==> config.mk <==
export PLATFORM = sky130hd
export DESIGN_NAME = rtp_header_check_seq_extend_core_flat
export DESIGN_NICKNAME = d
export VERILOG_FILES = /design/src/rtl/rtpx_pkg.sv /design/src/rtl/rtpx_ifs.sv /design/src/rtl/rtpx_front.sv /design/src/rtl/rtpx_queue.sv /design/src/rtl/rtpx_back.sv /design/src/rtl/rtp_header_check_seq_extend_core.sv /design/src/flat_wrapper.sv
export SDC_FILE = /design/constraint.sdc
export NUM_CORES = 1
export LEC_CHECK = 0
export BUFFER_PORTS_ARGS = -buffer_cell sky130_fd_sc_hd__buf_2
export CAP_MARGIN = 0
export CORE_MARGIN = 5
export CORE_UTILIZATION = 35
export DETAILED_ROUTE_END_ITERATION = 6
export PLACE_DENSITY = 0.56
export SLEW_MARGIN = 20
export SYNTH_ARGS = -nofsm -noshare
export SYNTH_HDL_FRONTEND = slang
export SYNTH_SLANG_ARGS = --single-unit
==> constraint.sdc <==
create_clock -name clock -period 8.6 [get_ports clock]
set_input_delay 0.43 -clock clock [delete_from_list [all_inputs] [get_ports clock]]
set_output_delay 0.43 -clock clock [all_outputs]
set_load 0.02 [all_outputs]
==> src/rtl/rtpx_pkg.sv <==
// ----------------------------------------------------------------------------
// rtpx_pkg
// Shared types and constants for the RTP header check and sequence extender.
// ----------------------------------------------------------------------------
package rtpx_pkg;

   localparam logic [15:0] MAX_PACKET_BYTES = 16'd65535;
   localparam int          QUEUE_DEPTH      = 4;

   localparam logic [15:0] HDR_BYTES     = 16'd12;
   localparam logic [15:0] EXT_HDR_BYTES = 16'd16;
   localparam int          PAD_BIT       = 5;
   localparam int          EXT_BIT       = 4;
   localparam logic [1:0]  RTP_VERSION   = 2'd2;
   localparam logic [16:0] NO_SUSPECT    = 17'h10001;

   localparam logic [15:0] IDX_FIRST   = 16'd0;
   localparam logic [15:0] IDX_SEQ_HI  = 16'd2;
   localparam logic [15:0] IDX_SEQ_LO  = 16'd3;
   localparam logic [15:0] IDX_SSRC_0  = 16'd8;
   localparam logic [15:0] IDX_SSRC_1  = 16'd9;
   localparam logic [15:0] IDX_SSRC_2  = 16'd10;
   localparam logic [15:0] IDX_SSRC_3  = 16'd11;
   localparam logic [15:0] IDX_EXTW_HI = 16'd14;
   localparam logic [15:0] IDX_EXTW_LO = 16'd15;

   localparam logic [1:0] CSR_PROBATION_COUNT = 2'd0;
   localparam logic [1:0] CSR_MAX_DROPOUT     = 2'd1;
   localparam logic [1:0] CSR_MAX_MISORDER    = 2'd2;

   localparam logic [3:0]  PROBATION_RESET = 4'd2;
   localparam logic [15:0] DROPOUT_RESET   = 16'd3000;
   localparam logic [15:0] MISORDER_RESET  = 16'd100;

   typedef enum logic [2:0] {
      ST_ACCEPTED     = 3'd0,
      ST_TOO_SHORT    = 3'd1,
      ST_BAD_VERSION  = 3'd2,
      ST_PAD_OVERRUN  = 3'd3,
      ST_EXT_SHORT    = 3'd4,
      ST_EXT_OVERRUN  = 3'd5,
      ST_DROPPED_JUMP = 3'd6,
      ST_OVERSIZE     = 3'd7
   } rtpx_status_type;

   typedef struct packed {
      rtpx_status_type status;
      logic [15:0]     seq;
      logic [31:0]     src;
      logic [15:0]     off;
      logic [15:0]     plen;
   } rtpx_pkt_type;

   typedef struct packed {
      logic full;
      logic valid;
   } rtpx_qstat_type;

endpackage

==> src/rtl/rtpx_ifs.sv <==
// ----------------------------------------------------------------------------
// rtpx_ifs
// Valid/ready channels for packet bytes in and per-packet status out.
// ----------------------------------------------------------------------------
interface rtpx_req_if;
   logic       valid;
   logic       ready;
   logic [7:0] data_byte;
   logic       is_last;

   modport source (output valid, output data_byte, output is_last, input ready);
   modport sink   (input valid, input data_byte, input is_last, output ready);
endinterface

interface rtpx_rsp_if;
   logic        valid;
   logic        ready;
   logic [2:0]  status;
   logic [31:0] extended_seq;
   logic [31:0] source_id;
   logic [15:0] payload_offset;
   logic [15:0] payload_length;
   logic        on_probation;

   modport source (output valid, output status, output extended_seq, output source_id,
                   output payload_offset, output payload_length, output on_probation,
                   input ready);
   modport sink   (input valid, input status, input extended_seq, input source_id,
                   input payload_offset, input payload_length, input on_probation,
                   output ready);
endinterface

==> src/rtl/rtpx_front.sv <==
// ----------------------------------------------------------------------------
// rtpx_front
// Byte counter, header capture and per-packet length/format classification.
// ----------------------------------------------------------------------------
module rtpx_front (
   input  logic               clock,
   input  logic               reset,
   rtpx_req_if.sink           req_bus,
   input  logic               q_full,
   output logic               push_valid,
   output rtpx_pkg::rtpx_pkt_type push_data
);

   logic [15:0] byte_count_ff, byte_count_in;
   logic        oversize_ff, oversize_in;
   logic [7:0]  hdr_ff, hdr_in;
   logic [15:0] seq_ff, seq_in;
   logic [31:0] src_ff, src_in;
   logic [15:0] extw_ff, extw_in;

   logic        pend_ff, pend_in;
   logic [15:0] ev_len_ff, ev_len_in;
   logic [7:0]  ev_pad_ff, ev_pad_in;
   logic [7:0]  ev_hdr_ff, ev_hdr_in;
   logic [15:0] ev_extw_ff, ev_extw_in;
   logic [15:0] ev_seq_ff, ev_seq_in;
   logic [31:0] ev_src_ff, ev_src_in;
   logic        ev_ovs_ff, ev_ovs_in;

   logic        accept, take_byte;
   logic [15:0] cnt_nx;
   logic        ovs_nx;
   logic [7:0]  b;

   logic [16:0] pad_diff;
   logic        pad_fail, has_pad, has_ext;
   logic [15:0] len_adj;
   logic [18:0] ext_need;
   logic [15:0] off;

   assign req_bus.ready = !pend_ff || !q_full;
   assign accept        = req_bus.valid && req_bus.ready;
   assign b             = req_bus.data_byte;
   assign take_byte     = !oversize_ff && (byte_count_ff != rtpx_pkg::MAX_PACKET_BYTES);

   always_comb begin
      cnt_nx  = byte_count_ff;
      ovs_nx  = oversize_ff;
      hdr_in  = hdr_ff;
      seq_in  = seq_ff;
      src_in  = src_ff;
      extw_in = extw_ff;
      if (accept) begin
         if (!take_byte) begin
            ovs_nx = 1'b1;
         end else begin
            cnt_nx = byte_count_ff + 16'd1;
            unique case (byte_count_ff)
               rtpx_pkg::IDX_FIRST:   hdr_in         = b;
               rtpx_pkg::IDX_SEQ_HI:  seq_in[15:8]   = b;
               rtpx_pkg::IDX_SEQ_LO:  seq_in[7:0]    = b;
               rtpx_pkg::IDX_SSRC_0:  src_in[31:24]  = b;
               rtpx_pkg::IDX_SSRC_1:  src_in[23:16]  = b;
               rtpx_pkg::IDX_SSRC_2:  src_in[15:8]   = b;
               rtpx_pkg::IDX_SSRC_3:  src_in[7:0]    = b;
               rtpx_pkg::IDX_EXTW_HI: extw_in[15:8]  = b;
               rtpx_pkg::IDX_EXTW_LO: extw_in[7:0]   = b;
               default: ;
            endcase
         end
      end
   end

   always_comb begin
      byte_count_in = cnt_nx;
      oversize_in   = ovs_nx;
      pend_in       = pend_ff && q_full;
      ev_len_in     = ev_len_ff;
      ev_pad_in     = ev_pad_ff;
      ev_hdr_in     = ev_hdr_ff;
      ev_extw_in    = ev_extw_ff;
      ev_seq_in     = ev_seq_ff;
      ev_src_in     = ev_src_ff;
      ev_ovs_in     = ev_ovs_ff;
      if (accept && req_bus.is_last) begin
         byte_count_in = 16'd0;
         oversize_in   = 1'b0;
         pend_in       = 1'b1;
         ev_len_in     = cnt_nx;
         ev_pad_in     = b;
         ev_hdr_in     = hdr_in;
         ev_extw_in    = extw_in;
         ev_seq_in     = seq_in;
         ev_src_in     = src_in;
         ev_ovs_in     = ovs_nx;
      end
   end

   always_ff @(posedge clock) begin
      if (reset) begin
         byte_count_ff <= 16'd0;
         oversize_ff   <= 1'b0;
         hdr_ff        <= 8'd0;
         seq_ff        <= 16'd0;
         src_ff        <= 32'd0;
         extw_ff       <= 16'd0;
         pend_ff       <= 1'b0;
      end else begin
         byte_count_ff <= byte_count_in;
         oversize_ff   <= oversize_in;
         hdr_ff        <= hdr_in;
         seq_ff        <= seq_in;
         src_ff        <= src_in;
         extw_ff       <= extw_in;
         pend_ff       <= pend_in;
      end
   end

   always_ff @(posedge clock) begin
      ev_len_ff  <= ev_len_in;
      ev_pad_ff  <= ev_pad_in;
      ev_hdr_ff  <= ev_hdr_in;
      ev_extw_ff <= ev_extw_in;
      ev_seq_ff  <= ev_seq_in;
      ev_src_ff  <= ev_src_in;
      ev_ovs_ff  <= ev_ovs_in;
   end

   // classification of the pending packet
   assign has_pad  = ev_hdr_ff[rtpx_pkg::PAD_BIT];
   assign has_ext  = ev_hdr_ff[rtpx_pkg::EXT_BIT];
   assign pad_diff = {1'b0, ev_len_ff} - {9'd0, ev_pad_ff};
   assign pad_fail = has_pad && (pad_diff[16] || (pad_diff[15:0] < rtpx_pkg::HDR_BYTES));
   assign len_adj  = has_pad ? pad_diff[15:0] : ev_len_ff;
   assign ext_need = {1'b0, ev_extw_ff, 2'b00} + {3'd0, rtpx_pkg::EXT_HDR_BYTES};
   assign off      = has_ext ? ext_need[15:0] : rtpx_pkg::HDR_BYTES;

   always_comb begin
      priority if (ev_ovs_ff) begin
         push_data.status = rtpx_pkg::ST_OVERSIZE;
      end else if (ev_len_ff < rtpx_pkg::HDR_BYTES) begin
         push_data.status = rtpx_pkg::ST_TOO_SHORT;
      end else if (ev_hdr_ff[7:6] != rtpx_pkg::RTP_VERSION) begin
         push_data.status = rtpx_pkg::ST_BAD_VERSION;
      end else if (pad_fail) begin
         push_data.status = rtpx_pkg::ST_PAD_OVERRUN;
      end else if (has_ext && (len_adj < rtpx_pkg::EXT_HDR_BYTES)) begin
         push_data.status = rtpx_pkg::ST_EXT_SHORT;
      end else if (has_ext && ({3'd0, len_adj} < ext_need)) begin
         push_data.status = rtpx_pkg::ST_EXT_OVERRUN;
      end else begin
         push_data.status = rtpx_pkg::ST_ACCEPTED;
      end
      push_data.seq  = ev_seq_ff;
      push_data.src  = ev_src_ff;
      push_data.off  = off;
      push_data.plen = len_adj - off;
   end

   assign push_valid = pend_ff;

endmodule

==> src/rtl/rtpx_queue.sv <==
// ----------------------------------------------------------------------------
// rtpx_queue
// Short FIFO of classified packets between the front and the tracker.
// ----------------------------------------------------------------------------
module rtpx_queue (
   input  logic                      clock,
   input  logic                      reset,
   input  logic                      push_valid,
   input  rtpx_pkg::rtpx_pkt_type    push_data,
   input  logic                      pop,
   output rtpx_pkg::rtpx_qstat_type  qstat,
   output rtpx_pkg::rtpx_pkt_type    pop_data
);

   localparam int PTR_W = $clog2(rtpx_pkg::QUEUE_DEPTH);
   localparam int CNT_W = $clog2(rtpx_pkg::QUEUE_DEPTH + 1);

   rtpx_pkg::rtpx_pkt_type mem [rtpx_pkg::QUEUE_DEPTH];

   logic [PTR_W-1:0] wr_ptr_ff, wr_ptr_in;
   logic [PTR_W-1:0] rd_ptr_ff, rd_ptr_in;
   logic [CNT_W-1:0] count_ff, count_in;
   logic             do_push, do_pop;

   assign qstat.full  = (count_ff == CNT_W'(rtpx_pkg::QUEUE_DEPTH));
   assign qstat.valid = (count_ff != '0);
   assign do_push     = push_valid && !qstat.full;
   assign do_pop      = pop && qstat.valid;
   assign pop_data    = mem[rd_ptr_ff];

   always_comb begin
      wr_ptr_in = wr_ptr_ff;
      rd_ptr_in = rd_ptr_ff;
      count_in  = count_ff;
      if (do_push) begin
         wr_ptr_in = (wr_ptr_ff == PTR_W'(rtpx_pkg::QUEUE_DEPTH - 1)) ? '0 : wr_ptr_ff + 1'b1;
      end
      if (do_pop) begin
         rd_ptr_in = (rd_ptr_ff == PTR_W'(rtpx_pkg::QUEUE_DEPTH - 1)) ? '0 : rd_ptr_ff + 1'b1;
      end
      if (do_push && !do_pop) begin
         count_in = count_ff + 1'b1;
      end else if (do_pop && !do_push) begin
         count_in = count_ff - 1'b1;
      end
   end

   always_ff @(posedge clock) begin
      if (reset) begin
         wr_ptr_ff <= '0;
         rd_ptr_ff <= '0;
         count_ff  <= '0;
      end else begin
         wr_ptr_ff <= wr_ptr_in;
         rd_ptr_ff <= rd_ptr_in;
         count_ff  <= count_in;
      end
   end

   always_ff @(posedge clock) begin
      if (do_push) begin
         mem[wr_ptr_ff] <= push_data;
      end
   end

endmodule

==> src/rtl/rtpx_back.sv <==
// ----------------------------------------------------------------------------
// rtpx_back
// Sequence tracker (probation, wrap count, jump drop/resync), config
// registers and the registered status output.
// ----------------------------------------------------------------------------
module rtpx_back (
   input  logic                   clock,
   input  logic                   reset,
   input  logic                   csr_we,
   input  logic [1:0]             csr_index,
   input  logic [15:0]            csr_wdata,
   input  logic                   q_valid,
   input  rtpx_pkg::rtpx_pkt_type q_data,
   output logic                   pop,
   rtpx_rsp_if.source             rsp_bus
);

   logic [3:0]  prob_count_ff, prob_count_in;
   logic [15:0] max_drop_ff, max_drop_in;
   logic [15:0] max_mis_ff, max_mis_in;

   logic [15:0] highest_ff, highest_in;
   logic [15:0] wrap_ff, wrap_in;
   logic [16:0] suspect_ff, suspect_in;
   logic [3:0]  prob_left_ff, prob_left_in;
   logic        started_ff, started_in;

   logic        rsp_valid_ff, rsp_valid_in;
   rtpx_pkg::rtpx_status_type status_ff, status_in;
   logic [31:0] ext_ff, ext_in;
   logic [31:0] src_ff, src_in;
   logic [15:0] off_ff, off_in;
   logic [15:0] plen_ff, plen_in;
   logic        probe_ff, probe_in;

   logic [15:0] seq, udelta;
   logic [16:0] jump_limit;
   logic        in_order, in_jump;

   always_comb begin
      prob_count_in = prob_count_ff;
      max_drop_in   = max_drop_ff;
      max_mis_in    = max_mis_ff;
      if (csr_we) begin
         unique case (csr_index)
            rtpx_pkg::CSR_PROBATION_COUNT: prob_count_in = csr_wdata[3:0];
            rtpx_pkg::CSR_MAX_DROPOUT:     max_drop_in   = csr_wdata;
            rtpx_pkg::CSR_MAX_MISORDER:    max_mis_in    = csr_wdata;
            default: ;
         endcase
      end
   end

   assign pop        = q_valid && (!rsp_valid_ff || rsp_bus.ready);
   assign seq        = q_data.seq;
   assign udelta     = seq - highest_ff;
   assign jump_limit = 17'h10000 - {1'b0, max_mis_ff};
   assign in_order   = udelta < max_drop_ff;
   assign in_jump    = {1'b0, udelta} <= jump_limit;

   always_comb begin
      highest_in   = highest_ff;
      wrap_in      = wrap_ff;
      suspect_in   = suspect_ff;
      prob_left_in = prob_left_ff;
      started_in   = started_ff;
      status_in    = q_data.status;
      src_in       = q_data.src;
      off_in       = q_data.off;
      plen_in      = q_data.plen;
      ext_in       = 32'd0;
      probe_in     = 1'b0;
      if (q_data.status != rtpx_pkg::ST_ACCEPTED) begin
         src_in  = 32'd0;
         off_in  = 16'd0;
         plen_in = 16'd0;
      end else begin
         probe_in = (prob_left_ff != 4'd0);
         priority if (!started_ff) begin
            highest_in = seq - 16'd1;
            wrap_in    = 16'd0;
            suspect_in = rtpx_pkg::NO_SUSPECT;
            started_in = 1'b1;
            ext_in     = {16'd0, seq};
         end else if (prob_left_ff != 4'd0) begin
            ext_in     = {wrap_ff, seq};
            highest_in = seq;
            if (seq == highest_ff + 16'd1) begin
               prob_left_in = prob_left_ff - 4'd1;
               if (prob_left_ff == 4'd1) begin
                  wrap_in    = 16'd0;
                  suspect_in = rtpx_pkg::NO_SUSPECT;
               end
            end else begin
               prob_left_in = (prob_count_ff == 4'd0) ? 4'd0 : prob_count_ff - 4'd1;
            end
         end else if (in_order) begin
            if (seq < highest_ff) begin
               wrap_in = wrap_ff + 16'd1;
            end
            highest_in = seq;
            ext_in     = {wrap_in, seq};
         end else if (in_jump) begin
            if ({1'b0, seq} == suspect_ff) begin
               highest_in = seq;
               wrap_in    = 16'd0;
               suspect_in = rtpx_pkg::NO_SUSPECT;
               ext_in     = {16'd0, seq};
            end else begin
               suspect_in = {1'b0, seq + 16'd1};
               status_in  = rtpx_pkg::ST_DROPPED_JUMP;
               probe_in   = 1'b0;
            end
         end else begin
            ext_in = {wrap_ff, seq};
         end
      end
   end

   always_comb begin
      rsp_valid_in = rsp_valid_ff;
      if (pop) begin
         rsp_valid_in = 1'b1;
      end else if (rsp_bus.ready) begin
         rsp_valid_in = 1'b0;
      end
   end

   always_ff @(posedge clock) begin
      if (reset) begin
         prob_count_ff <= rtpx_pkg::PROBATION_RESET;
         max_drop_ff   <= rtpx_pkg::DROPOUT_RESET;
         max_mis_ff    <= rtpx_pkg::MISORDER_RESET;
         highest_ff    <= 16'd0;
         wrap_ff       <= 16'd0;
         suspect_ff    <= rtpx_pkg::NO_SUSPECT;
         prob_left_ff  <= rtpx_pkg::PROBATION_RESET;
         started_ff    <= 1'b0;
         rsp_valid_ff  <= 1'b0;
      end else begin
         prob_count_ff <= prob_count_in;
         max_drop_ff   <= max_drop_in;
         max_mis_ff    <= max_mis_in;
         rsp_valid_ff  <= rsp_valid_in;
         if (pop) begin
            highest_ff   <= highest_in;
            wrap_ff      <= wrap_in;
            suspect_ff   <= suspect_in;
            prob_left_ff <= prob_left_in;
            started_ff   <= started_in;
         end
      end
   end

   always_ff @(posedge clock) begin
      if (pop) begin
         status_ff <= status_in;
         ext_ff    <= ext_in;
         src_ff    <= src_in;
         off_ff    <= off_in;
         plen_ff   <= plen_in;
         probe_ff  <= probe_in;
      end
   end

   assign rsp_bus.valid          = rsp_valid_ff;
   assign rsp_bus.status         = status_ff;
   assign rsp_bus.extended_seq   = ext_ff;
   assign rsp_bus.source_id      = src_ff;
   assign rsp_bus.payload_offset = off_ff;
   assign rsp_bus.payload_length = plen_ff;
   assign rsp_bus.on_probation   = probe_ff;

endmodule

==> src/rtl/rtp_header_check_seq_extend_core.sv <==
// ----------------------------------------------------------------------------
// rtp_header_check_seq_extend_core
// RTP header checker and 32-bit sequence number extender.
//
// req_bus carries one packet byte per request; is_last marks the final byte.
// rsp_bus returns one status per packet: format checks, payload offset and
// length, SSRC, extended sequence number and probation flag.
// csr_we/csr_index/csr_wdata write probation count (0), max dropout (1) and
// max misorder (2); write only while no packet is in flight.
// Throughput: one byte per cycle while the queue has room, including short
// back-to-back packets; the tracker finishes one packet per cycle while
// rsp_bus is ready. A status passes the capture register, a queue entry and
// the tracker output register; a full queue or rsp stall can hold it between.
// Rsp stall: the output register holds, packets collect in a 4-entry queue,
// and req_bus.ready drops only once that queue is full and a finished packet
// is still waiting in the front.
// Reset: counters, tracker and config return to their defaults; no result.
// ----------------------------------------------------------------------------
module rtp_header_check_seq_extend_core (
   input  logic        clock,
   input  logic        reset,
   rtpx_req_if.sink    req_bus,
   rtpx_rsp_if.source  rsp_bus,
   input  logic        csr_we,
   input  logic [1:0]  csr_index,
   input  logic [15:0] csr_wdata
);

   logic                      push_valid;
   rtpx_pkg::rtpx_pkt_type    push_data;
   rtpx_pkg::rtpx_pkt_type    q_data;
   rtpx_pkg::rtpx_qstat_type  qstat;
   logic                      pop;

   rtpx_front u_front (
      .clock      (clock),
      .reset      (reset),
      .req_bus    (req_bus),
      .q_full     (qstat.full),
      .push_valid (push_valid),
      .push_data  (push_data)
   );

   rtpx_queue u_queue (
      .clock      (clock),
      .reset      (reset),
      .push_valid (push_valid),
      .push_data  (push_data),
      .pop        (pop),
      .qstat      (qstat),
      .pop_data   (q_data)
   );

   rtpx_back u_back (
      .clock      (clock),
      .reset      (reset),
      .csr_we     (csr_we),
      .csr_index  (csr_index),
      .csr_wdata  (csr_wdata),
      .q_valid    (qstat.valid),
      .q_data     (q_data),
      .pop        (pop),
      .rsp_bus    (rsp_bus)
   );

   a_reset_idle: assert property (@(posedge clock) reset |=> !rsp_bus.valid)
      else $error("response valid after reset");

   a_stall_full: assert property (@(posedge clock) disable iff (reset)
      !req_bus.ready |-> qstat.full)
      else $error("request stalled with queue space");

   a_full_valid: assert property (@(posedge clock) disable iff (reset)
      qstat.full |-> qstat.valid)
      else $error("queue full but empty");

   a_drain: assert property (@(posedge clock) disable iff (reset)
      (qstat.valid && !rsp_bus.valid) |=> rsp_bus.valid)
      else $error("queued packet not moved to output");

endmodule

==> src/flat_wrapper.sv <==
// flat-port wrapper written by rule: the top's interface ports become plain ports
module rtp_header_check_seq_extend_core_flat 
  (clock, reset, csr_we, csr_index, csr_wdata, req_bus_valid, req_bus_data_byte, req_bus_is_last, req_bus_ready, rsp_bus_valid, rsp_bus_status, rsp_bus_extended_seq, rsp_bus_source_id, rsp_bus_payload_offset, rsp_bus_payload_length, rsp_bus_on_probation, rsp_bus_ready);
  rtpx_req_if req_bus_i ();
  rtpx_rsp_if rsp_bus_i ();
  input  logic clock;
  input  logic reset;
  input  logic csr_we;
  input  logic [1:0] csr_index;
  input  logic [15:0] csr_wdata;
  input wire logic [$bits(req_bus_i.valid)-1:0] req_bus_valid;
  input wire logic [$bits(req_bus_i.data_byte)-1:0] req_bus_data_byte;
  input wire logic [$bits(req_bus_i.is_last)-1:0] req_bus_is_last;
  output wire logic [$bits(req_bus_i.ready)-1:0] req_bus_ready;
  output wire logic [$bits(rsp_bus_i.valid)-1:0] rsp_bus_valid;
  output wire logic [$bits(rsp_bus_i.status)-1:0] rsp_bus_status;
  output wire logic [$bits(rsp_bus_i.extended_seq)-1:0] rsp_bus_extended_seq;
  output wire logic [$bits(rsp_bus_i.source_id)-1:0] rsp_bus_source_id;
  output wire logic [$bits(rsp_bus_i.payload_offset)-1:0] rsp_bus_payload_offset;
  output wire logic [$bits(rsp_bus_i.payload_length)-1:0] rsp_bus_payload_length;
  output wire logic [$bits(rsp_bus_i.on_probation)-1:0] rsp_bus_on_probation;
  input wire logic [$bits(rsp_bus_i.ready)-1:0] rsp_bus_ready;
  assign req_bus_i.valid = req_bus_valid;
  assign req_bus_i.data_byte = req_bus_data_byte;
  assign req_bus_i.is_last = req_bus_is_last;
  assign req_bus_ready = req_bus_i.ready;
  assign rsp_bus_valid = rsp_bus_i.valid;
  assign rsp_bus_status = rsp_bus_i.status;
  assign rsp_bus_extended_seq = rsp_bus_i.extended_seq;
  assign rsp_bus_source_id = rsp_bus_i.source_id;
  assign rsp_bus_payload_offset = rsp_bus_i.payload_offset;
  assign rsp_bus_payload_length = rsp_bus_i.payload_length;
  assign rsp_bus_on_probation = rsp_bus_i.on_probation;
  assign rsp_bus_i.ready = rsp_bus_ready;
  rtp_header_check_seq_extend_core u_core (.clock(clock), .reset(reset), .req_bus(req_bus_i), .rsp_bus(rsp_bus_i), .csr_we(csr_we), .csr_index(csr_index), .csr_wdata(csr_wdata));
endmodule
Word-level counts from Yosys, hierarchy flattened
Memory sizes are Yosys's and may differ from the RTL's. A register that Yosys moved wholly into a read port is not among the register bits.
Index checks and enable logic that the tools add are counted.
{"block": "totals", "reg_bits": 385, "ramBits": 332, "out_inout_bits": 102, "elab_cells": 197, "memories": 1}
{"block": "classes", "addsub": 16, "order_cmp": 7, "n_eq_ne": 24, "mux": 75, "bitwise": 2, "n_reduce_logical": 39}
{"name": "u_core.u_queue.mem", "words": 4, "word_bits": 83, "read_ports": 1, "rd_ports_with_merged_regs": 1, "wr": 1, "line_no": "rtpx_queue.sv:18", "source": "rtpx_pkg::rtpx_pkt_type mem [rtpx_pkg::QUEUE_DEPTH];"}
{"cell": "two-way mux 16 bit", "n": 23}
{"cell": "two-way mux 32 bit", "n": 5}
{"cell": "two-way mux 17 bit", "n": 7}
{"cell": "== test 16 x 4 -> 1 bit (second input constant)", "n": 6}
{"cell": "two-way mux 8 bit", "n": 11}
{"cell": "adder 16 x 1 -> 16 bit (second input constant)", "n": 4}
{"cell": "two-way mux 3 bit", "n": 14}
{"cell": "== test 16 x 2 -> 1 bit (second input constant)", "n": 2}
{"cell": "< comparator 16 bit", "n": 2}
{"cell": "< comparator 16 x 4 -> 1 bit (second input constant)", "n": 2}
{"cell": "subtractor 16 bit", "n": 2}
{"cell": "adder 18 x 5 -> 19 bit (second input constant)", "n": 1}
{"cell": "< comparator 16 x 19 -> 1 bit", "n": 1}
{"cell": "== test 16 x 17 -> 1 bit", "n": 1}
{"cell": "<= comparator 16 x 17 -> 1 bit", "n": 1}
{"cell": "subtractor 16 x 8 -> 17 bit", "n": 1}
{"cell": "subtractor 17 x 16 -> 17 bit (first input constant)", "n": 1}
{"cell": "== test 16 bit", "n": 1}
{"cell": "zero test 16 bit", "n": 1}
{"cell": "< comparator 16 x 5 -> 1 bit (second input constant)", "n": 1}
{"cell": "!= test 16 bit (second input constant)", "n": 1}
{"cell": "subtractor 16 x 1 -> 16 bit (second input constant)", "n": 1}
{"cell": "logical AND 1 bit", "n": 12}
{"cell": "AND reduction 6 bit", "n": 2}
{"cell": "26 further kinds", "n": 60}

Logic depth before layout (Yosys ltp)
Gate-level depths: netlist (run 1).
{"block": "logic_depth", "ltp_word": 10, "ltp_mapped": 27}

Modules after synthesis
Synthesis (run 1) repeated with hierarchy kept, for this count alone.
{"block": "unflattened", "hier_cells": 2401, "area_unflattened_um2": 32102.0}
{"mod": "rtpx_queue", "n_inst": 1, "cells_per_inst": 483, "area_each_um2": 12482.0, "seq_area_each_um2": 10149.7}
{"mod": "rtpx_back", "n_inst": 1, "cells_per_inst": 1116, "area_each_um2": 10682.7, "seq_area_each_um2": 4824.6}
{"mod": "rtpx_front", "n_inst": 1, "cells_per_inst": 802, "area_each_um2": 8937.3, "seq_area_each_um2": 4514.3}

Worst setup path before layout (run 1)
No wires, ideal clock.
{"block": "synth_path", "kind": "register -> register", "startpoint": "reg (tool-made name)", "endpoint": "reg u_core.u_back.suspect_ff[10]", "setup_ps": 117, "t_arrival_ps": 5154, "t_required_ps": 8483, "setup_slack_ps": 3329, "stages_incl_launch_ff": 27, "period_less_slack_ps": 5271, "cell_sequence": "dfxtp_1 -> buf_6 -> buf_6 -> buf_6 -> mux2i_1 -> ha_1 -> nor2b_1 -> o21ai_0 -> a21oi_1 -> o211ai_1 -> a21boi_0 -> o311ai_0 -> a21oi_1 -> mux2i_1 -> nand3_1 -> ha_1 -> nand3_1 -> or4_1 -> nor3_1 -> o2111a_1 -> a211oi_2 -> o21ai_2 -> a31oi_1 -> o21a_1 -> buf_2 -> buf_6 -> a22o_1"}
{"element": "to (signal assigned)", "line_no": "rtpx_back.sv:136", "source": "suspect_ff <= rtpx_pkg::NO_SUSPECT;"}
{"element": "to (signal assigned)", "line_no": "rtpx_back.sv:148", "source": "suspect_ff <= suspect_in;"}
{"element": "to (decl)", "line_no": "rtpx_back.sv:24", "source": "logic [16:0] suspect_ff, suspect_in;"}

==> flow_summary.json, run 1 <==
{
  "status": "finished, final reports clean",
  "rows": 110,
  "viasPerCell": 5.11,
  "hold_viol": 0,
  "netlist_top_cells_area": "edfxtp_1 (49%), dfxtp_1 (12%), mux4_2 (5.4%)",
  "p_leak_nw": 12.6,
  "ctsResizeCount": 0,
  "fmax_mhz": 151,
  "die_h_um": 310,
  "yosys.cell_types.count": 92,
  "gp_congestion": 0.860,
  "synthArstFlopShare": 0,
  "cp-start-kind": "flip-flop",
  "setup_ws_ns": 1.96,
  "setup_viol": 0,
  "synthSimpleGateAreaFrac": 0.119,
  "hold_path_class": "input port to flip-flop",
  "drv_slew": 0,
  "hold_end": "u_core.u_back.max_mis_ff[6]",
  "final_cell_mix": "edfxtp_1 (515), dfxtp_1 (184), nand2_1 (173)",
  "final_layout_size_suffix_gt1_frac": 0.186,
  "clockBufferDepth": 3,
  "clock_skew_ns": 0.0555,
  "synth_warnings": 0,
  "cts_hold_buf": 0,
  "powerDensity_mw_per_mm2": 299,
  "synth_cells": 2370,
  "syn_area_mm2": 0.0314,
  "antenna_found_initial": 6,
  "min_path_cells": 3,
  "final_area_mm2": 0.0360,
  "synthToLayoutAreaGrowth_pct": 14.4,
  "rrSetupSlack_ns": 1.96,
  "tightest_slew_ns": 1.09,
  "wire_per_inst_um": 19.8,
  "grt_pass1_vias": 19700,
  "io_pins": 134,
  "place_ws_ns": 2.00,
  "clkTransAtPathRegs_ns": 0.06,
  "cp.required_ns": 9.12,
  "synth.ff_latch_count": 701,
  "reg2reg_to": "u_core.u_back.highest_ff[1]",
  "ant_nets": 0,
  "grt_setup_unrepaired": "false",
  "layout_commonest_cell": "edfxtp_1",
  "die_w_um": 310,
  "io_buffer_count": 131,
  "ff2ff_path_depth": 22,
  "dpl.hpwl_um": 49600,
  "critical_path_class": "flip-flop to flip-flop",
  "grt-ovfl-total": 0,
  "clock_latency_ns": 0.63,
  "synth_compound_area_frac": 0.0742,
  "cts_tree": "yes",
  "max-vdd-ir-drop_mv": 0.164,
  "yosys.area.top_type": "edfxtp_1",
  "synth_top_area_frac": 0.492,
  "avgSynthCellArea_um2": 13.3,
  "numCtsBuffers": 78,
  "track_usage": 0.152,
  "cts_setup_buffers": 0,
  "wl_um": 74100,
  "fin_nets": 2642,
  "clkSinkCount": 701,
  "start_util": 0.351,
  "post-route-min-period_ns": 6.64,
  "num-fill-cells": 8266,
  "route.detailed.drc": 0,
  "worstSetupEndpointType": "flip-flop",
  "synth_xor_area_frac": 0.0388,
  "htreeDepth": 3,
  "synth_top_family_by_area": "simple AND/OR/NAND/NOR gates",
  "synth_edf_count": 515,
  "post-route-period-util": 0.772,
  "grt_first_pass_wirelength_um": 114000,
  "synth_fa_ha_area_frac": 0.0419,
  "worst-path-max-fanout": 30,
  "core_mm2": 0.0896,
  "synth_seq_area_share": 0.610,
  "cap_violations": 0,
  "synth.area.mux_share": 0.0893,
  "hold_path_startpoint": "csr_wdata[6]",
  "ctsRootBufferMaster": "clkbuf_16",
  "dr.pass1.iters": 6,
  "vias": 19200,
  "crit_arrival_ns": 7.16,
  "dieArea_mm2": 0.0959,
  "grt_max_degree": 75,
  "drt-initial-drc-count": 1199,
  "slew-limit-headroom": 0.270,
  "synth_flop_cell": "edfxtp_1",
  "fin_tns_setup_ns": 0,
  "place_area_mm2": 0.0333
}
==> cell usage after synthesis, types with 25 or more instances <==
| cell | n |
|---|---|
| edfxtp_1 | 515 |
| mux2_2 | 73 |
| and2_1 | 77 |
| xnor2_1 | 92 |
| nand3_1 | 56 |
| inv_1 | 108 |
| a311oi_1 | 29 |
| mux4_2 | 76 |
| o21ai_0 | 39 |
| clkbuf_1 | 51 |
| nand4_1 | 25 |
| nand2_1 | 173 |
| ha_1 | 98 |
| xor2_1 | 43 |
| a21oi_1 | 113 |
| dfxtp_1 | 186 |
| nor2b_1 | 95 |
| nor3_1 | 41 |
| nor2_1 | 110 |
==> flip-flops by register name, summed over array words and instances, names as in the netlist, 17 cells and up, named ones only <==
name / flops
u_core.u_back.suspect_ff: 17
u_core.u_front.src_ff: 32
u_core.u_back.rsp_bus.extended_seq: 32
u_core.u_queue.mem: 324
u_core.u_front.ev_src_ff: 32
u_core.u_back.rsp_bus.source_id: 32
==> per-layer routing <==
layer,share of wire,global-route usage,vias up
met5,0,0,-
met1,0.45,0.202,9527
met3,0.043,0.0263,112
li1,-,-,9091
met2,0.48,0.261,433
met4,0.025,0.0419,0
==> cell families after synthesis <==
family	count (synthesis)
buffers and inverters	203
DFF	701
AOI/OAI and AO/OA	339
muxes	175
and+or+nand+nor	711
adders and majority gates	103
other	1
xor gates and xnor gates	137
==> cell type report <==
class / count / area, µm² / share of cell area
Sequential cell: 701 / 19200 / 0.534
Multi-Input combinational cell: 1467 / 11400 / 0.318
Clock buffer: 103 / 2200 / 0.0611
Tap cell: 1176 / 1470 / 0.0409
Timing Repair Buffer: 149 / 791 / 0.0220
Clock inverter: 42 / 475 / 0.0132
Inverter: 111 / 420 / 0.0117
Antenna cell: 1 / 2.50 / 0.0000695
==> report_power, final <==
part	internal, mW	switching [mW]
Combinational	1.13	1.92
Clock	1.98	1.39
Sequential	4.10	0.233
Total	7.20	3.55
==> stage by stage <==
stage | util | hold slack [ns] | power (mW) | std cells
CTS | 0.402 | 0.0377 | 10.9 | 3749
global placement | 0.372 | 0.445 | 7.46 | 3604
detailed placement | 0.372 | 0.452 | 7.49 | 3604
global route | 0.402 | 0.0549 | 11.3 | 3749
finish | 0.402 | 0.0813 | 10.7 | 3750
floorplan | - | 0.425 | 6.54 | 2371
==> how the worst max path moves through the flow <==
stage / cells after the start / slack [ns] / to
3_5_place_dp: 22 / 2.00 / u_core.u_back.rsp_bus.extended_seq[12]
6_report: 22 / 1.96 / u_core.u_back.highest_ff[1]
5_1_grt: 21 / 1.45 / u_core.u_back.highest_ff[14]
3_3_place_gp: 19 / 2.07 / u_core.u_back.rsp_bus.extended_seq[0]
4_1_cts: 22 / 1.93 / u_core.u_back.rsp_bus.extended_seq[12]
2_1_floorplan: 26 / 3.33 / u_core.u_back.suspect_ff[10]
==> critical path: stages (launching register included) <==
cell and delay [ns]:
dfxtp_4 0.62, mux2i_1 0.19, mux2i_1 0.63, ha_1 0.35, nor2b_1 0.12, o21ai_0 0.26
a21oi_1 0.14, o211ai_1 0.23, a21boi_0 0.21, o311ai_0 0.47, a21oi_1 0.20, mux2i_1 0.19
nand3_1 0.13, ha_1 0.34, nand3_1 0.08, or4_1 0.42, nor3_1 0.18, o2111a_1 0.23
a211oi_2 0.05, o21ai_2 0.24, a211o_1 0.77, a21oi_1 0.15, a311oi_1 0.28
Note: power is estimated with default switching activity, not from simulation.
==> run 2: changes to the inputs <==
ABC_AREA = 1   (was default)
PLACE_DENSITY = 0.58   (was 0.56)
clock period = 6.1 ns   (was 8.6 ns; I/O delays follow)
==> run 2 against run 1 <==
Critical path depth up 8. Flip-flop and latch count did not move. Register-to-register slack lost 1.2 ns. Non-clock buffer count rose by 34. Critical endpoint is now u_core.u_back.suspect_ff[13]. Cell count up 26%. Global-route usage up 0.58 points. Total power increased by 50%. Maximum frequency grew 25%. Highest routed layer is now met5. Largest cell class unchanged. Clock power rose by 31%. Sequential share of layout area fell by 1.3 points.
==> flow_summary.json, run 2 <==
{
  "status": "finished, final reports clean",
  "critPathSlowestCell": "dfxtp_4",
  "p_comb_frac": 0.343,
  "gp_congestion": 0.891,
  "grt_setup_unrepaired": "false",
  "synth_seq_area_share": 0.593,
  "ctsRootBufferMaster": "clkbuf_16",
  "switching_share": 0.380,
  "io_pins": 134,
  "post-route-period-util": 0.873,
  "synth_warnings": 0,
  "final_cell_mix": "nor2_1 (561), nand2_1 (516), edfxtp_1 (515)",
  "crit_arrival_ns": 5.90,
  "p_int_mw": 10.0,
  "yosys.cell_types.count": 60,
  "dieArea_mm2": 0.0986,
  "drv_slew": 0,
  "track_usage": 0.158,
  "tightest_slew_ns": 1.07,
  "yosys.area.top_type": "edfxtp_1",
  "total_power_mw": 16.1,
  "antenna_found_initial": 5,
  "worstSetupEndpointType": "flip-flop",
  "fin_nets": 3598,
  "clkTransAtPathRegs_ns": 0.07,
  "clockPowerShare": 0.275,
  "powerDensity_mw_per_mm2": 437,
  "hold_viol": 0,
  "critical-path-max-stage-delay_ns": 0.41,
  "synth_flop_cell": "edfxtp_1",
  "fin_tns_setup_ns": 0,
  "htreeDepth": 3,
  "synth_cells": 3332,
  "synth.ff_latch_count": 701,
  "cp.required_ns": 6.67,
  "avgSynthCellArea_um2": 9.71,
  "post-synth-top-count-cell": "nor2_1",
  "route.detailed.drc": 0,
  "fmax_mhz": 188,
  "hold_path_class": "input port to flip-flop",
  "top_register": "u_core.u_queue.mem",
  "layout_commonest_cell": "nor2_1",
  "final_layout_size_suffix_gt1_frac": 0.102,
  "clock_latency_ns": 0.64,
  "synthToLayoutAreaGrowth_pct": 14.0,
  "post-route-min-period_ns": 5.32,
  "netlist_top_cells_area": "edfxtp_1 (48%), dfxtp_1 (12%), nor2_1 (6.6%)",
  "viasPerCell": 4.89,
  "clockBufferDepth": 3,
  "grt_pass1_vias": 22000,
  "numCtsBuffers": 75,
  "wl_um": 79700,
  "synth_top_area_frac": 0.478,
  "vias": 23100,
  "grt_max_degree": 103,
  "netlist_top_cells_count": "nor2_1 (566), nand2_1 (517), edfxtp_1 (515), inv_1 (323), o21ai_0 (240)",
  "worst-path-max-fanout": 34,
  "die_w_um": 314,
  "grt-ovfl-total": 0,
  "critical_path_class": "flip-flop to flip-flop",
  "synth_edf_count": 515,
  "cap_violations": 0,
  "drt-initial-drc-count": 1565,
  "setup_viol": 0,
  "max-vdd-ir-drop_mv": 0.231,
  "grt_first_pass_wirelength_um": 125000,
  "clkSinkCount": 701,
  "cpMostUsedCell": "nand2_1",
  "dp.cells": 4554,
  "die_h_um": 314,
  "rows": 111,
  "antenna_cells": 0,
  "layout.cells.non_filler": 4711,
  "dpl.hpwl_um": 53300,
  "core_mm2": 0.0917,
  "largest_register_ffs": 324,
  "start_util": 0.353,
  "cp-start-kind": "flip-flop",
  "slew-limit-headroom": 0.284,
  "ant_nets": 0,
  "num-fill-cells": 8931,
  "wire_per_inst_um": 16.9,
  "dr.pass1.iters": 5,
  "cts_tree": "yes",
  "p_leak_nw": 14.3,
  "io_buffer_count": 131,
  "syn_area_mm2": 0.0323,
  "synthArstFlopShare": 0,
  "p_seq_frac": 0.382,
  "power.switching_mw": 6.12,
  "clock_skew_ns": 0.0438
}
## run 2: cell type report
| type | count | area (µm²) | share of cell area |
|---|---|---|---|
| inverter | 343 | 1290 | 0.0351 |
| tap | 1186 | 1480 | 0.0402 |
| multi-input combinational | 2160 | 11400 | 0.308 |
| clock buffer | 99 | 2040 | 0.0553 |
| clock inverter | 39 | 378 | 0.0102 |
| sequential | 701 | 19200 | 0.521 |
| timing repair buffer | 183 | 1110 | 0.0302 |
## run 2: worst paths after layout
kind         slack [ns]                           end  cells past startpoint                         start
max                0.78  u_core.u_back.suspect_ff[13]                     30                     flip-flop
min                0.05   u_core.u_front.ev_pad_ff[0]                      1          req_bus_data_byte[0]
min reg2reg        0.46  u_core.u_back.max_drop_ff[1]                      2  u_core.u_back.max_drop_ff[1]
max reg2reg        0.78  u_core.u_back.suspect_ff[13]                     30                     flip-flop
## run 2: cells by family (layout without fill, tap and decap cells)
family / after synthesis / count (layout) / share of synthesized area
AND/OR/NAND/NOR: 1354 / 1354 / 0.177
flip-flops: 701 / 701 / 0.593
AO/OA/AOI/OAI: 573 / 573 / 0.0965
buffers and inverters: 472 / 664 / 0.0581
XOR/XNOR: 129 / 129 / 0.0352
adder cells (fa/ha/maj): 102 / 102 / 0.0404
other: 1 / 2 / 0.000116
## run 2: routing by layer
layer | wire, µm | up-vias | GRT usage
met5 | 13 | - | 0
met1 | 37700 | 10900 | 0.222
met4 | 1990 | 2 | 0.0479
li1 | - | 11500 | -
met3 | 3830 | 132 | 0.0262
met2 | 36300 | 499 | 0.253
## run 2: repair_timing
action,in CTS,in global routing
hold buffers,16,0
endpoints found under the setup margin,0,14
resized for setup,0,2
buffers inserted,0,0
endpoints found under the hold margin,30,0
## run 2: power by group through the flow
| stage | combinational (mW) | sequential [mW] | clock (mW) |
|---|---|---|---|
| 2_1_floorplan | 3.58 | 6.64 | 0 |
| 3_3_place_gp | 5.47 | 6.26 | 0 |
| 3_5_place_dp | 5.53 | 6.26 | 0 |
| 4_1_cts | 5.56 | 6.17 | 4.55 |
| 5_1_grt | 6.23 | 6.22 | 4.76 |
| 6_report | 5.53 | 6.16 | 4.43 |
## run 2: metrics by stage
step | area [µm²] | hold slack, ns | setup WS, ns | utilization
after floorplan | 32400 | 0.404 | 0.840 | -
after global placement | 34200 | 0.450 | 0.606 | 0.373
after detailed placement | 34200 | 0.456 | 0.556 | 0.373
after CTS | 36800 | 0.0120 | 0.499 | 0.402
after global routing | 36900 | 0.0228 | 0.173 | 0.402
final | 36900 | 0.0547 | 0.777 | 0.402
## run 2: critical path: cells and delay by family, from the launching register on
kind	cells	cell delay, ns
buffers and inverters	7	1.44
AOI/OAI and AO/OA	2	0.40
and+or+nand+nor	18	2.12
xor gates and xnor gates	1	0.22
DFF	1	0.41
adders and majority gates	2	0.63
